===== config.mk =====
export PLATFORM = sky130hd
export DESIGN_NAME = hce_sqrt
export DESIGN_NICKNAME = d
export VERILOG_FILES = /design/src/sv/assert_macros.svh /design/src/sv/hce_sqrt.sv
export SDC_FILE = /design/constraint.sdc
export NUM_CORES = 2
export LEC_CHECK = 0
export BUFFER_PORTS_ARGS = -buffer_cell sky130_fd_sc_hd__buf_4
export CAP_MARGIN = 0
export CORE_MARGIN = 1
export CORE_UTILIZATION = 55
export CTS_CLUSTER_SIZE = 12
export DETAILED_ROUTE_END_ITERATION = 8
export PLACE_DENSITY = 0.74
export SLEW_MARGIN = 0
export SYNTH_ARGS = -nofsm -noshare
export SYNTH_HDL_FRONTEND = slang
export SYNTH_MEMORY_MAX_BITS = 65536
export SYNTH_SLANG_ARGS = --single-unit

===== constraint.sdc =====
create_clock -name clk -period 5.9 [get_ports clk]
set_clock_uncertainty 0.2 [all_clocks]
set_input_delay 1.77 -clock clk [delete_from_list [all_inputs] [get_ports clk]]
set_output_delay 1.77 -clock clk [all_outputs]
set_load 0.05 [all_outputs]

===== src/sv/assert_macros.svh =====
// Assertion macros shared by the RTL.
`ifndef ASSERT_MACROS_SVH
`define ASSERT_MACROS_SVH
`ifndef SYNTH
`define CHK_HOLDS(lbl, clk, rst, prop, msg) \
  lbl: assert property (@(posedge clk) disable iff (rst) (prop)) else $error(msg);
`define CHK_IMPLIES(lbl, clk, rst, ante, cons, msg) \
  lbl: assert property (@(posedge clk) disable iff (rst) (ante) |-> (cons)) else $error(msg);
`else
`define CHK_HOLDS(lbl, clk, rst, prop, msg)
`define CHK_IMPLIES(lbl, clk, rst, ante, cons, msg)
`endif
`endif


===== src/sv/hce_sqrt.sv =====
module hce_sqrt #(
  parameter int SW = 1
) (
  input  logic          clk,
  input  logic          rst,
  input  logic          en,
  input  logic          in_valid,
  input  logic [63:0]   rad,
  input  logic [SW-1:0] in_side,
  output logic          out_valid,
  output logic [31:0]   root,
  output logic [SW-1:0] out_side
);

  localparam int STEPS = 32;

  logic [STEPS:0] v;
  logic [63:0]    rem [0:STEPS];
  logic [63:0]    rt  [0:STEPS];
  logic [SW-1:0]  sd  [0:STEPS];

  always_ff @(posedge clk) begin
    if (rst) begin
      v <= '0;
    end else if (en) begin
      v <= {v[STEPS-1:0], in_valid};
    end
  end

  always_ff @(posedge clk) begin
    if (en) begin
      rem[0] <= rad;
      rt[0]  <= '0;
      sd[0]  <= in_side;
    end
  end

  for (genvar i = 0; i < STEPS; i++) begin : g_step
    localparam logic [63:0] BITV = 64'd1 << (62 - 2 * i);
    logic [63:0] trial;
    assign trial = rt[i] + BITV;
    always_ff @(posedge clk) begin
      if (en) begin
        if (rem[i] >= trial) begin
          rem[i+1] <= rem[i] - trial;
          rt[i+1]  <= (rt[i] >> 1) + BITV;
        end else begin
          rem[i+1] <= rem[i];
          rt[i+1]  <= rt[i] >> 1;
        end
        sd[i+1] <= sd[i];
      end
    end
  end

  assign out_valid = v[STEPS];
  assign root      = rt[STEPS][31:0];
  assign out_side  = sd[STEPS];

endmodule


==> results.tsv <==
stage	metric	value	unit
outcome	status	finished clean	
floorplanning	initial core utilization	55.56	%
placement	placed cell count	13170	
synthesis	predominant post-synthesis flop cell	edfxtp_1	
placement	worst slack, placed	0.9804	ns
grt	largest net degree at the start of global routing	184	
layout	commonest non-fill, non-tap cells in the layout	2609 x edfxtp_1, 783 x nand2_1, 677 x inv_1	
layout	Final Cell Area	0.1397	mm^2
layout	layout overhead on the synthesized area	10.23	%
floorplanning	CORE AREA	0.2282	mm^2
timing	min Tclk post-route	4.693	ns
route	Final ANT Viol Nets	0	
power	Max VDD drop	0.0002676	V
power	Power Dens Cells	384.2	mW/mm^2
layout	Layout Nets	11090	
floorplanning	Die Height	482.1	um
synthesis	Netlist cell types	97	
placement	GP Congestion	0.9549	
route	Avg WL per Cell	22.88	um
synthesis	Yosys reg bits	2642	
clock_network	H-tree depth	5	
synthesis	ys async rst share	0	%
clock_network	CTS sink count	2642	
critical_path	critical path endpoint category	flip-flop	
route	DRT iter0 DRCs	9032	
synthesis	Mean Syn Cell Area	12.38	um^2
clock_network	root buffer cell	clkbuf_16	
route	DRC	0	
synthesis	Ys Warns	0	
floorplanning	row cnt	175	
route	drt pass-1 iters	8	
floorplanning	Boundary Pins	103	
clock_network	clk slew on worst S/H paths	0.06	ns
grt	All-Layer GR Usage	26.42	%
grt	GRT Residual Overflow	0	
layout	FF/Latch Area	0.07901	mm^2
power	LEAKAGE	51.61	nW
critical_path	worst path cell trace	inv_1 > ha_1 > nand3_1 > or2_2 > a21oi_1 > o21ai_0 > a31oi_1 > nor3b_4 > buf_4 > nor4b_1 > nand2_1 > xnor2_1	
critical_path	Worst path top cell family by delay	simple AND/OR/NAND/NOR gates	
clock_network	PostCTS Resize Cnt	0	
critical_path	Worst path max stage delay	0.94	ns
layout	multi-input combinational cell area	0.04429	mm^2
grt	first-pass GRT wire length	472.4	mm
clock_network	hold_buf cts	0	
layout	fillers	17330	
timing	setup_tns	0	ns
layout	layout cells sized above 1	6.753	%
route	vias per cell	6.138	
synthesis	sequential area share after synthesis	62.33	%
clock_network	total CTS buffers	296	
placement	Placed Area	0.1311	mm^2
timing	RSZ-0062 raised after global routing	no	
timing	Slew @ Worst Pin	1.279	ns
clock_network	Setup Buffers After CTS	0	
critical_path	Setup CP Type	flip-flop to flip-flop	
route	detailed-route via count	83580	
placement	post-DP HPWL	231.9	mm
critical_path	CP max FO	28	
synthesis	Synthesized Nets	10860	
critical_path	crit start category	flip-flop	
worst_hold_path	hold crit path type	flip-flop to flip-flop	
grt	number of global-route vias before repair	79420	
layout	fin cells	13620	
clock_network	CTS tree	built	
clock_network	clk buf depth	4	
timing	final period utilization	79.55	%
synthesis	synthesized area	0.1268	mm^2
timing	final hold violation count	0	
route	wirelength, routed	311.5	mm
critical_path	Worst EP required	6.34	ns
floorplanning	die width	482.1	um
timing	post-route setup slack	1.207	ns
floorplanning	Die Area	0.2324	mm^2
critical_path	Crit path buffers/inverters	2	
critical_path	crit path DAT	5.13	ns
critical_path	CP max stage cell	nor4b_1	
timing	Slew Viols, Final	0	
timing	Final setup viols	0	
timing	Worst Hold Slack	0.1850	ns
placement	IO Port Bufs	102	
timing	Fmax achieved	213.1	MHz
clock_network	worst-skew pair later-pin latency	0.93	ns
layout	most common cell after layout, fill and taps aside	edfxtp_1	
synthesis	cell count after synthesis	10240	
timing	Rel. slew slack	13.96	%
grt	antenna violations before repair	6	
job	max_cap viols	0	
synthesis	Post-synth EDFFs	2609	
-- worst paths after layout --
kind,start,endpoint,slack (ns),depth (start not counted)
setup / recovery,rt[22][26],rem[23][60],1.21,12
hold reg to reg,sd[1][6],sd[1][7],0.19,0
setup reg to reg,rt[22][26],rem[23][60],1.21,12
hold / removal,sd[1][6],sd[1][7],0.19,0
-- area by class of cell --
class	count	share of cell area, %
inverters	677	1.819
multi-input cells	6661	31.70
well taps	3009	2.694
flip-flops and latches	2642	56.54
clock inverters	86	0.5597
repair buffers	182	1.073
clock buffers	354	5.599
diodes	6	0.01075
-- power by group --
| part | switching, mW | total, mW | internal, mW |
|---|---|---|---|
| registers | 1.95 | 25.6 | 23.6 |
| logic | 6.78 | 11.2 | 4.38 |
| clock network | 7.01 | 16.9 | 9.91 |
-- synthesized netlist by cell type, types with 174 or more instances --
cell type | count | area share [%]
nor2_1 | 624 | 1.8
nor3_1 | 311 | 1.2
nor4_1 | 367 | 1.8
xor2_1 | 416 | 2.9
nand4_1 | 174 | 0.86
edfxtp_1 | 2609 | 62
nand3_1 | 206 | 0.81
a21o_1 | 213 | 1.3
a21oi_1 | 522 | 2.1
xnor2_1 | 465 | 3.2
inv_1 | 677 | 2.0
o21ai_0 | 597 | 2.4
nand2_1 | 783 | 2.3
clkbuf_1 | 231 | 0.68
ha_1 | 558 | 5.5
-- per-stage QoR --
| step | utilization, % | power [mW] |
|---|---|---|
| 3_5_place_dp | 57.46 | 36.80 |
| 6_report | 61.24 | 53.68 |
| 5_1_grt | 61.24 | 56.04 |
| 4_1_cts | 61.23 | 53.81 |
| 3_3_place_gp | 57.46 | 36.66 |
| 2_1_floorplan | - | 33.26 |
-- registers in the layout (all words and copies together), names as in the netlist --
register  cells
rt          528
sd           33
rem        2048
v            33
-- metal layers --
layer | vias up | part of all wire [%] | GRT usage, %
li1 | 38790 | - | -
met1 | 40900 | 44 | 38.66
met2 | 3340 | 45 | 40.81
met3 | 550 | 7.7 | 4.122
met4 | 0 | 2.8 | 7.921
met5 | - | 0 | 0
-- cells by family after synthesis --
kind of cell               Yosys count  share of synthesized area [%]
adders and majority gates          558                          5.508
muxes                              104                         0.8844
AOI/OAI and AO/OA                 1922                          9.395
buffers and inverters              932                          2.773
and+or+nand+nor                   3196                          13.02
DFF                               2642                          62.33
xor gates and xnor gates           881                          6.087
(Power assumes the default switching activity.)
